`config.mk`:
```
export PLATFORM = sky130hd
export DESIGN_NAME = fourier_gait_trajectory_generator
export DESIGN_NICKNAME = d
export VERILOG_FILES = /design/src/rtl/fgtg_pkg.sv /design/src/rtl/fgtg_mul.sv /design/src/rtl/fourier_gait_trajectory_generator.sv
export SDC_FILE = /design/constraint.sdc
export NUM_CORES = 2
export LEC_CHECK = 0
export BUFFER_PORTS_ARGS = -buffer_cell sky130_fd_sc_hd__buf_2
export CORE_MARGIN = 2
export CORE_UTILIZATION = 44
export DETAILED_ROUTE_END_ITERATION = 7
export SYNTH_ARGS = -nofsm -noshare
export SYNTH_HDL_FRONTEND = slang
export SYNTH_SLANG_ARGS = --single-unit
```
`constraint.sdc`:
```
create_clock -name clk -period 16.2 [get_ports clk]
set_clock_uncertainty 0.2 [all_clocks]
set_input_delay 3.24 -clock clk [delete_from_list [all_inputs] [get_ports clk]]
set_output_delay 3.24 -clock clk [all_outputs]
set_load 0.02 [all_outputs]
```
`src/rtl/fgtg_pkg.sv`:
```
// ----------------------------------------------------------------------------
// fgtg_pkg
// Shared constants for the gait trajectory generator: sizes, register indices,
// series coefficients, the sine polynomial and the degree-to-mrad factor.
// ----------------------------------------------------------------------------
`default_nettype none

package fgtg_pkg;

  localparam int HARMONICS          = 6;
  localparam int SINE_TABLE_ENTRIES = 1024;
  localparam int STEP_BITS          = 16;

  localparam int SINE_BITS = $clog2(SINE_TABLE_ENTRIES);
  localparam int HARM_W    = $clog2(HARMONICS + 1);
  localparam int MUL_W     = 34;
  localparam int PROD_W    = 2 * MUL_W;

  localparam logic [2:0] REG_START  = 3'd0;
  localparam logic [2:0] REG_HSTEPS = 3'd1;
  localparam logic [2:0] REG_WSTEPS = 3'd2;
  localparam logic [2:0] REG_WINC   = 3'd3;
  localparam logic [2:0] REG_HINC   = 3'd4;
  localparam logic [2:0] REG_LOFF   = 3'd5;
  localparam logic [2:0] REG_OFFSET = 3'd6;

  // Series coefficients, degrees in Q16.
  localparam logic signed [22:0] COEF_COS [0:8] = '{
    23'sd2666660, 23'sd1521746, -23'sd294060, 23'sd26182, 23'sd46183,
    23'sd70648, -23'sd17904, 23'sd0, 23'sd0
  };
  localparam logic signed [22:0] COEF_SIN [0:8] = '{
    23'sd0, -23'sd566886, 23'sd218759, 23'sd91030, 23'sd52357,
    23'sd22413, 23'sd4388, 23'sd0, 23'sd0
  };

  localparam logic signed [31:0] POLY_SEED = 32'sd172272;
  localparam logic signed [31:0] POLY [0:3] = '{
    -32'sd5026995, 32'sd85569306, -32'sd693598668, 32'sd1686629713
  };

  localparam logic signed [MUL_W-1:0] MRAD_PER_DEG_Q16 = 34'sd1143819;

endpackage

`default_nettype wire

```
`src/rtl/fgtg_mul.sv`:
```
// ----------------------------------------------------------------------------
// fgtg_mul
// Shared signed multiplier with a registered product.
// ----------------------------------------------------------------------------
`default_nettype none

module fgtg_mul (
  input  wire logic                              clk,
  input  wire logic signed [fgtg_pkg::MUL_W-1:0] a,
  input  wire logic signed [fgtg_pkg::MUL_W-1:0] b,
  output logic signed [fgtg_pkg::PROD_W-1:0]     p
);
  import fgtg_pkg::*;

  always_ff @(posedge clk) begin
    p <= a * b;
  end

endmodule

`default_nettype wire

```
`src/rtl/fourier_gait_trajectory_generator.sv`:
```
// ----------------------------------------------------------------------------
// fourier_gait_trajectory_generator
// Two-joint gait trajectory: raised-cosine homing, then a harmonic series.
// ----------------------------------------------------------------------------
//  channel   direction  payload
//  s_*       in         tdata[0] restart
//  m_*       out        tdata target_mrad, step_index; tuser joint, stage; tlast
//  cfg_*     in         register index and write data
//
//  The one shared multiplier sets the pace: a sine takes six products, a joint
//  sums twelve sine terms, and homing adds a cosine for the blend weight.
//  The block takes a new tick only once both results of the last one are out.
//  Reset (rst, synchronous) returns to homing step 0 with default registers.
//  A stalled output holds the sequencer until the result is transferred.
// ----------------------------------------------------------------------------
`default_nettype none

module fourier_gait_trajectory_generator (
  input  wire logic        clk,
  input  wire logic        rst,
  input  wire logic        s_tvalid,
  output logic             s_tready,
  input  wire logic [7:0]  s_tdata,   // [0] restart
  output logic             m_tvalid,
  input  wire logic        m_tready,
  output logic [31:0]      m_tdata,   // [15:0] target_mrad, [31:16] step_index
  output logic [1:0]       m_tuser,   // [0] joint, [1] stage
  output logic             m_tlast,
  input  wire logic        cfg_wen,
  input  wire logic [2:0]  cfg_index,
  input  wire logic [31:0] cfg_data
);
  import fgtg_pkg::*;

  localparam int CMP_W = (STEP_BITS > 16) ? STEP_BITS : 16;
  localparam logic [31:0] PHASE_MASK = ~(32'hFFFF_FFFF >> SINE_BITS);

  typedef enum logic [1:0] {ST_HOMING, ST_WALKING, ST_DONE} stage_t;
  typedef enum logic [4:0] {
    IDLE, J_START, S_PREP, SIN_SQ, SIN_SQW, SIN_MUL, SIN_ACC, SIN_LAST, SIN_FIN,
    TERM_MUL, TERM_ACC, K_HI, K_HIW, K_LO, K_LOW, W_DONE, D_HI, D_HIW, D_LO,
    D_LOW, FINAL, OUT_WAIT
  } state_t;

  // Configuration registers.
  logic signed [13:0] start_pos;
  logic [15:0]        homing_steps;
  logic [15:0]        walk_steps;
  logic [31:0]        walk_inc;
  logic [31:0]        homing_inc;
  logic [31:0]        left_off;
  logic signed [8:0]  offset_deg;

  always_ff @(posedge clk) begin
    if (rst) begin
      start_pos    <= '0;
      homing_steps <= 16'd2500;
      walk_steps   <= 16'd8359;
      walk_inc     <= 32'd2568826;
      homing_inc   <= 32'd858993;
      left_off     <= 32'h8000_0000;
      offset_deg   <= 9'sd23;
    end else if (cfg_wen) begin
      case (cfg_index)
        REG_START:  start_pos    <= cfg_data[13:0];
        REG_HSTEPS: homing_steps <= cfg_data[15:0];
        REG_WSTEPS: walk_steps   <= cfg_data[15:0];
        REG_WINC:   walk_inc     <= cfg_data;
        REG_HINC:   homing_inc   <= cfg_data;
        REG_LOFF:   left_off     <= cfg_data;
        REG_OFFSET: offset_deg   <= cfg_data[8:0];
        default: ;
      endcase
    end
  end

  state_t                 state;
  stage_t                 stage;
  logic [STEP_BITS-1:0]   step_count;
  logic [31:0]            walk_phase;
  logic [31:0]            homing_phase;
  logic                   joint;
  logic                   for_w;
  logic [31:0]            ph;
  logic [31:0]            hp;
  logic [HARM_W-1:0]      h;
  logic                   cs;
  logic [1:0]             quad;
  logic [30:0]            x;
  logic [30:0]            x2;
  logic signed [31:0]     hacc;
  logic [1:0]             k;
  logic signed [16:0]     sq;
  logic signed [63:0]     acc;
  logic signed [63:0]     tmp;
  logic signed [47:0]     q24;

  logic signed [MUL_W-1:0]  mul_a;
  logic signed [MUL_W-1:0]  mul_b;
  logic signed [PROD_W-1:0] mul_p;
  logic [16:0]              w_val;

  fgtg_mul u_mul (.clk(clk), .a(mul_a), .b(mul_b), .p(mul_p));

  always_comb begin
    // Blend weight 32768 + cos, 0..65536, kept unsigned in 17 bits.
    w_val = 17'd32768 + $unsigned(sq);
    mul_a = '0;
    mul_b = '0;
    case (state)
      SIN_SQ:   begin mul_a = MUL_W'(x);    mul_b = MUL_W'(x);  end
      SIN_MUL:  begin mul_a = MUL_W'(hacc); mul_b = MUL_W'(x2); end
      SIN_LAST: begin mul_a = MUL_W'(hacc); mul_b = MUL_W'(x);  end
      TERM_MUL: begin
        mul_a = MUL_W'(cs ? COEF_SIN[{1'b0, h}] : COEF_COS[{1'b0, h}]);
        mul_b = MUL_W'(sq);
      end
      K_HI:     begin mul_a = acc[24+MUL_W-1:24];     mul_b = MRAD_PER_DEG_Q16; end
      K_LO:     begin mul_a = MUL_W'({1'b0, acc[23:0]}); mul_b = MRAD_PER_DEG_Q16; end
      D_HI:     begin mul_a = acc[24+MUL_W-1:24];     mul_b = MUL_W'(w_val); end
      D_LO:     begin mul_a = MUL_W'({1'b0, acc[23:0]}); mul_b = MUL_W'(w_val); end
      default: ;
    endcase
  end

  logic [31:0]        sine_phase;
  logic signed [37:0] s_val;
  logic signed [16:0] q_val;
  logic signed [47:0] rnd;
  logic signed [23:0] tr_val;
  logic               step_end;

  always_comb begin
    if (for_w) sine_phase = (homing_phase + 32'h4000_0000) & PHASE_MASK;
    else       sine_phase = (hp + (cs ? 32'h0 : 32'h4000_0000)) & PHASE_MASK;
    s_val = 38'(mul_p >>> 30);
    q_val = 17'((s_val + 38'sd16384) >>> 15);
    // Truncate toward zero: bias negative values before the shift.
    rnd    = q24 + ((q24 < 0) ? 48'sd16777215 : 48'sd0);
    tr_val = 24'(rnd >>> 24);
    if (stage == ST_HOMING)
      step_end = (CMP_W'(step_count) >= CMP_W'(homing_steps));
    else
      step_end = (CMP_W'(step_count) >= CMP_W'(walk_steps));
    if (step_count == {STEP_BITS{1'b1}}) step_end = 1'b1;
  end

  assign s_tready = (state == IDLE);

  always_ff @(posedge clk) begin
    if (rst) begin
      state        <= IDLE;
      stage        <= ST_HOMING;
      step_count   <= '0;
      walk_phase   <= '0;
      homing_phase <= '0;
      m_tvalid     <= 1'b0;
      joint        <= 1'b0;
      for_w        <= 1'b0;
    end else begin
      case (state)
        IDLE: begin
          if (s_tvalid) begin
            joint <= 1'b0;
            for_w <= 1'b0;
            if (s_tdata[0]) begin
              stage        <= ST_HOMING;
              step_count   <= '0;
              walk_phase   <= '0;
              homing_phase <= '0;
              state        <= J_START;
            end else if (stage != ST_DONE) begin
              state <= J_START;
            end
          end
        end
        J_START: begin
          ph  <= ((stage == ST_WALKING) ? walk_phase : 32'h0) - (joint ? left_off : 32'h0);
          hp  <= ((stage == ST_WALKING) ? walk_phase : 32'h0) - (joint ? left_off : 32'h0);
          h   <= HARM_W'(1);
          cs  <= 1'b0;
          acc <= (64'(COEF_COS[0]) <<< 15) - (64'(offset_deg) <<< 31);
          state <= S_PREP;
        end
        S_PREP: begin
          quad  <= sine_phase[31:30];
          x     <= sine_phase[30] ? (31'h4000_0000 - {1'b0, sine_phase[29:0]})
                                  : {1'b0, sine_phase[29:0]};
          state <= SIN_SQ;
        end
        SIN_SQ: state <= SIN_SQW;
        SIN_SQW: begin
          x2    <= mul_p[60:30];
          hacc  <= POLY_SEED;
          k     <= 2'd0;
          state <= SIN_MUL;
        end
        SIN_MUL: state <= SIN_ACC;
        SIN_ACC: begin
          hacc <= POLY[k] + 32'(mul_p >>> 30);
          if (k == 2'd3) begin
            state <= SIN_LAST;
          end else begin
            k     <= k + 2'd1;
            state <= SIN_MUL;
          end
        end
        SIN_LAST: state <= SIN_FIN;
        SIN_FIN: begin
          sq    <= quad[1] ? -q_val : q_val;
          state <= for_w ? W_DONE : TERM_MUL;
        end
        TERM_MUL: state <= TERM_ACC;
        TERM_ACC: begin
          acc <= acc + 64'(mul_p);
          if (!cs) begin
            cs    <= 1'b1;
            state <= S_PREP;
          end else begin
            cs <= 1'b0;
            if (h == HARM_W'(HARMONICS)) begin
              state <= K_HI;
            end else begin
              h     <= h + HARM_W'(1);
              hp    <= hp + ph;
              state <= S_PREP;
            end
          end
        end
        K_HI: state <= K_HIW;
        K_HIW: begin
          tmp   <= 64'(mul_p) <<< 24;
          state <= K_LO;
        end
        K_LO: state <= K_LOW;
        K_LOW: begin
          q24 <= 48'((tmp + 64'(mul_p)) >>> 23);
          if (stage == ST_HOMING) begin
            for_w <= 1'b1;
            state <= S_PREP;
          end else begin
            state <= FINAL;
          end
        end
        W_DONE: begin
          // Blend: tf + floor((start - tf) * w / 2^16), done as one sum.
          acc   <= (64'(start_pos) <<< 24) - 64'(q24);
          tmp   <= 64'(q24) <<< 16;
          state <= D_HI;
        end
        D_HI: state <= D_HIW;
        D_HIW: begin
          tmp   <= tmp + (64'(mul_p) <<< 24);
          state <= D_LO;
        end
        D_LO: state <= D_LOW;
        D_LOW: begin
          q24   <= 48'((tmp + 64'(mul_p)) >>> 16);
          state <= FINAL;
        end
        FINAL: begin
          if (tr_val > 24'sd32767)       m_tdata[15:0] <= 16'h7FFF;
          else if (tr_val < -24'sd32768) m_tdata[15:0] <= 16'h8000;
          else                           m_tdata[15:0] <= tr_val[15:0];
          m_tdata[31:16] <= 16'(step_count);
          m_tuser        <= {stage[0], joint};
          m_tlast        <= joint;
          m_tvalid       <= 1'b1;
          state          <= OUT_WAIT;
        end
        OUT_WAIT: begin
          if (m_tready) begin
            m_tvalid <= 1'b0;
            if (!joint) begin
              joint <= 1'b1;
              for_w <= 1'b0;
              state <= J_START;
            end else begin
              if (step_end) begin
                stage        <= (stage == ST_HOMING) ? ST_WALKING : ST_DONE;
                step_count   <= '0;
                walk_phase   <= '0;
                homing_phase <= '0;
              end else begin
                step_count <= step_count + STEP_BITS'(1);
                if (stage == ST_HOMING) homing_phase <= homing_phase + homing_inc;
                else                    walk_phase   <= walk_phase + walk_inc;
              end
              state <= IDLE;
            end
          end
        end
        default: state <= IDLE;
      endcase
    end
  end

endmodule

`default_nettype wire

```
* Word level (Yosys, flattened, before mapping)
Memory sizes are Yosys's and may differ from the RTL's.
Index checks and enable logic that the tools add are counted.
** Word-level totals
- Input port bits :: 48
- Flip-flop bits (word level) :: 699
- Logic and storage cells :: 235
- ROM bits :: 736
- Memories :: 2
- Output and inout port bits :: 37
** Cells by class
- Reduce and logical (&&, ||, !) cells :: 44
- Bitwise operators :: 3
- Eq/ne operators :: 45
- Multiplexer cells :: 79
- $mul :: 1
- $add $sub $neg :: 20
- Magnitude comparators :: 7
** Memories
- (name not given) :: depth 16, bits a word 23, rd ports 1, clocked after Yosys merged registers in 0, wr ports 0, RTL line fourier_gait_trajectory_generator.sv:115 : mul_a = MUL_W'(cs ? COEF_SIN[{1'b0, h}] : COEF_COS[{1'b0, h}]);
- (name not given) :: depth 16, bits a word 23, rd ports 1, clocked after Yosys merged registers in 0, wr ports 0, RTL line fourier_gait_trajectory_generator.sv:115
** Operator list (number)
- $mux 32 :: 17
- $pmux 64 s3 :: 2
- $pmux 34 s5 :: 2
- $pmux 32 s2 :: 4
- $add 64x64->64 :: 3
- $add 32x32->32 :: 4
- $pmux 5 s22 :: 1
- $mux 16 :: 6
- $pmux 48 s2 :: 1
- $mux 23 :: 4
- $bmux 32 s2 :: 1
- $mul 34x34->64 :: 1
- $sub 38x48->49 :: 1
- $add 48x25->48 :: 1
- $lt 48x1->1 const B :: 1
- $sub 38x40->41 const A :: 1
- $eq 5x4->1 const B :: 8
- $reduce_and 2->1 :: 18
- $mux 34 :: 1
- $add 32x16->32 const B :: 1
- $add 32x31->32 :: 1
- $add 32x31->32 const B :: 1
- $ge 16x16->1 :: 2
- $pmux 16 s2 :: 1
- 51 further kinds :: 116

* Depth between registers and ports, before layout
- Word-level depth :: 7
- Gate-level depth with buffers :: 41
- Mapped depth without buffers :: 38

* Modules after synthesis
Synthesis repeated with hierarchy kept, for this count alone.
** Unflattened totals
- Cell total of the unflattened synthesis :: 9435
- Area total of the unflattened synthesis :: 85558.3 um2
** Modules (own cells, without submodules)
- fgtg_mul :: area an instance 43395.4 um2, sequential area each 1361.3 um2, cells an instance 4642, instances 1
- fourier_gait_trajectory_generator :: area an instance 42162.9 um2, sequential area each 15274.6 um2, cells an instance 4793, instances 1

* Least setup slack after synthesis
OpenSTA, ideal clock, no wires.
- Path type :: register to register
- Start point :: register state[2]
- End point :: register u_mul.p[62] in the netlist's numbering
- Clock period less this slack :: 9.362 ns
- Arrival :: 9.090 ns
- Stages on the path, launching flop included :: 36
- Setup slack :: 6.838 ns
- Path through :: dfxtp_1 -> clkbuf_1 -> nor2_1 -> and3_1 -> nand2_1 -> o21ai_1 -> clkbuf_1 -> buf_1 -> a221oi_1 -> clkbuf_1 -> nor2_1 -> fa_1 -> fa_1 -> inv_1 -> fa_1 -> inv_1 -> fa_1 -> fa_1 -> fa_1 -> fa_1 -> inv_1 -> fa_1 -> inv_1 -> ha_1 -> clkbuf_1 -> a21oi_1 -> o21ai_0 -> a2111oi_0 -> a21oi_1 -> a221oi_1 -> a2bb2oi_1 -> o21ai_1 -> a31oi_2 -> o31ai_1 -> o41ai_2 -> xnor2_1
** Between the ends
- Cells in the longest elaborated chain, start to end :: 4
- Elaborated cells on any way between the ends :: 17
- Those cells by class :: mul: 1; eq/ne: 8; mux: 2; reduce/logical: 6
** RTL lines
- start, declared :: RTL line fourier_gait_trajectory_generator.sv:77 : state_t state;
- start signal, assigned :: RTL line fourier_gait_trajectory_generator.sv:211 : state <= for_w ? W_DONE : TERM_MUL;
- $eq 5x5->1, or another cell as far along :: RTL line fourier_gait_trajectory_generator.sv:110 : case (state)
- $reduce_or 2->1 (no source line)
- $pmux 34 s5 :: RTL line fourier_gait_trajectory_generator.sv:110
- $mul 34x34->64 (*) :: RTL line fgtg_mul.sv:16 : p <= a * b;
- end signal, assigned :: RTL line fgtg_mul.sv:16
- end, declared :: RTL line fgtg_mul.sv:11 : output logic signed [fgtg_pkg::PROD_W-1:0] p
Mark *: on every way between the ends. The rest lies on a longest branch, timed or not.
A chain may end at the register's enable or synchronous reset.

* Worst setup path in the final report
- Start point :: register state[0]
- End point :: register u_mul.p[63] in the netlist's numbering
The elaborated chain is that of the path after synthesis.

==> qor.csv <==
stage,metric,value,unit
layout,post-route-util,47.8,%
layout,fin_nets,11100,
clocking,cts_setup_buffers,0,
clocking,clkSinkCount,653,
yosys,async_reset_ff_share,0,%
layout,area_delta_synth_final,7.88,%
floorplanning,die_h,437,µm
route,drtAntennaViolNets,0,
yosys,syn_avg_cell_area,8.88,µm²
place,gp_congestion,0.949,
clocking,cts_buffers,79,
route,viasPerCell,5.68,
floorplanning,dieArea,191000,µm²
critical_path,required,16560,ps
yosys,synth-seq-cells,653,
clocking,cts_tree,done,
pwr,p_leak,40.8,nW
timing,fmax,84.4,MHz
yosys,syn_inst,9287,
timing,maxSlewHeadroom,14.2,%
timing,hold_violations,0,
critical_path,cp_data_arrival_time,12210,ps
yosys,ys_warn_count,0,
route,drc,0,
pwr,ir_drop,0.0000906,V
clocking,cts-htree-levels,3,
yosys,ys_top_cells_by_area,"fa_1, edfxtp_1, ha_1, dfxtp_1, inv_1",
yosys,synth_fa_ha_area_share,38.0,%
yosys,synth-edff-count,348,
clocking,cts.repair.resized,0,
hold_path,min_path_cells,2,
grt,gr-total-overflow,0,
critical_path,worstRegToRegCells,28,
critical_path,path_class,flop to flop,
timing,slew_violations,0,
yosys,synth.cell_area,82400,µm²
critical_path,path_common_cell,fa_1,
floorplanning,rows,158,
run_status,status,finished clean,
yosys,synth-seq-area-share,20.1,%
clocking,clockBufferDepth,3,
yosys,yosysTopAreaCell,fa_1,
route,drt-pass1-iter-count,6,
clocking,clock_latency,690,ps
critical_path,cp-end-kind,flop,
grt,grt_usage,28.7,%
hold_path,holdCritStartpoint,left_off[9],
timing,period_share,73.1,%
place,io_buffers,77,
route,drt_iter0_drc,5354,
floorplanning,start_util,44.4,%
yosys,syn_nets,11100,
route,wl_per_cell,23.3,µm
hold_path,holdCritPathClass,flop to flop,
place,place_inst,11600,
yosys,synthMuxAreaShare,0.472,%
yosys,ys.flop_type,edfxtp_1,
critical_path,cp_slowest_stage_delay,970,ps
critical_path,slowest_stage,o32ai_1,
yosys,synth_cell_types,100,
critical_path,reg2reg_slack,4350,ps
layout,final_common_cell,inv_1,
timing,fin_crit,11850,ps
floorplanning,io_pins,85,
grt,first_global_vias,67400,
hold_path,hold_end,left_off[9],
grt,grt_pass1_wl,417000,µm
yosys,synth_top_family_by_area,adder cells,
yosys,synthXorXnorAreaFrac,4.78,%
yosys,yosys.area_share.simple,14.9,%
floorplanning,core_area,186000,µm²
timing,worst_pin_slew,1290,ps
pwr,power_density,64.3,nW/µm²
timing,tns,0,ps
grt,grt_start_max_net_pins,73,
critical_path,cp-start-kind,flop,
timing,grt_setup_unrepaired,false,
job,max-cap-violations,0,
layout,drive_gt1_share,5.70,%
layout,finalNonFillerCells,11800,
yosys,synth_compound_area_share,13.5,%
yosys,synth_top_area_share,29.0,%
clocking,cts_root_buf,clkbuf_16,
clocking,clkSlewWorstSetupHoldPaths,60,ps
timing,setup_viol,0,
clocking,hold_buffers,0,
critical_path,reg2reg_from,state[0],
route,vias,66900,
critical_path,r2r-end,u_mul.p[63],
route,wirelength,274000,µm
grt,antenna_found_initial,8,
place,dp_hpwl,212000,µm
floorplanning,die_w,437,µm
critical_path,worstPathMaxFanout,25,
layout,final_cell_mix,"inv_1, nand2_1, fa_1, nor2_1, ha_1",
## worst max-delay path: cells and delay by family, from the launching register on
family,cells,cell delay (ps)
adders and majority gates,9,4710
buffers and inverters,4,1170
DFF,1,740
and+or+nand+nor,8,2150
AOI/OAI and AO/OA,7,2700
## layer usage
layer	routed length [µm]	share of wire (%)	vias to the layer above	GRT usage (%)
met4	14600	5.3	2	13.1
met5	9	0.0033	-	0
li1	-	-	30200	-
met2	125000	46	2687	46.0
met3	22000	8.0	506	4.11
met1	113000	41	33600	38.6
## report_power, final
| part | switching (W) | internal [W] |
|---|---|---|
| Clock | 0.000793 | 0.00102 |
| Combinational | 0.00127 | 0.000629 |
| Sequential | 0.000142 | 0.00186 |
| Total | 0.00220 | 0.00351 |
## cells by family after synthesis
kind of cell	count (synthesis)
and+or+nand+nor	2835
buffers and inverters	1812
adders and majority gates	1787
AOI/OAI and AO/OA	1712
DFF	653
xor gates and xnor gates	450
muxes	38
## worst max-delay path by stage
stage	start	endpoint	slack [ps]
finish	state[0]	u_mul.p[63]	4350
global route	state[0]	u_mul.p[63]	3970
CTS	state[0]	u_mul.p[63]	4510
detailed placement	state[0]	u_mul.p[63]	4510
global placement	state[0]	u_mul.p[63]	4710
floorplan	state[2]	u_mul.p[62]	6840
## flip-flops by register name (all words and copies together) (netlist names), 48 cells and up
register	flops
acc	58
q24	48
tmp	48
u_mul.p	64
## cell usage after synthesis, types with 11 or more instances
master    number
buf_1         25
xnor2_1      269
mux2i_1       31
a21o_1       199
or3_1         34
and4_1        18
nand2_1     1196
dfxtp_1      305
a31o_2        11
nand2b_1      74
clkbuf_1     351
nor2_1       963
nand4_1       48
fa_1        1193
buf_2         11
a21oi_1      518
nor3_1       102
o21ai_0      334
o21bai_1      50
and2_1        65
a22oi_1       85
nor2b_1       54
a221o_1       40
a211o_1       23
o22ai_1       26
edfxtp_1     348
o21ai_1       18
o211ai_1      24
ha_1         594
inv_1       1423
nand3_1      105
o21a_1        60
a221oi_1      50
o31ai_1       27
o31a_1        13
nor4_1        21
a31oi_1       44
a211oi_1      49
a22o_1        20
or2_2         30
nand3b_1      34
xor2_1       181
a21boi_0      12
and3_1        49
## stage by stage
stage | setup WS (ps) | hold slack, ps | area (µm²) | power (W)
after CTS | 4510 | 255 | 88900 | 0.00572
after global routing | 3970 | 268 | 88900 | 0.00596
final | 4350 | 252 | 88900 | 0.00572
after global placement | 4710 | 242 | 86300 | 0.00387
after floorplan | 6840 | 206 | 82400 | 0.00317
after detailed placement | 4510 | 247 | 86300 | 0.00389
## layout make-up
type	count	area (µm²)
Inverter	1424	5350
Tap cell	2480	3100
Multi-Input combinational cell	6822	59600
Fill cell	17900	96900
Sequential cell	653	16600
Clock buffer	107	2290
Timing Repair Buffer	251	1700
Clock inverter	41	327
Antenna cell	1	2.50
Note: power is estimated with default switching activity, not from simulation.
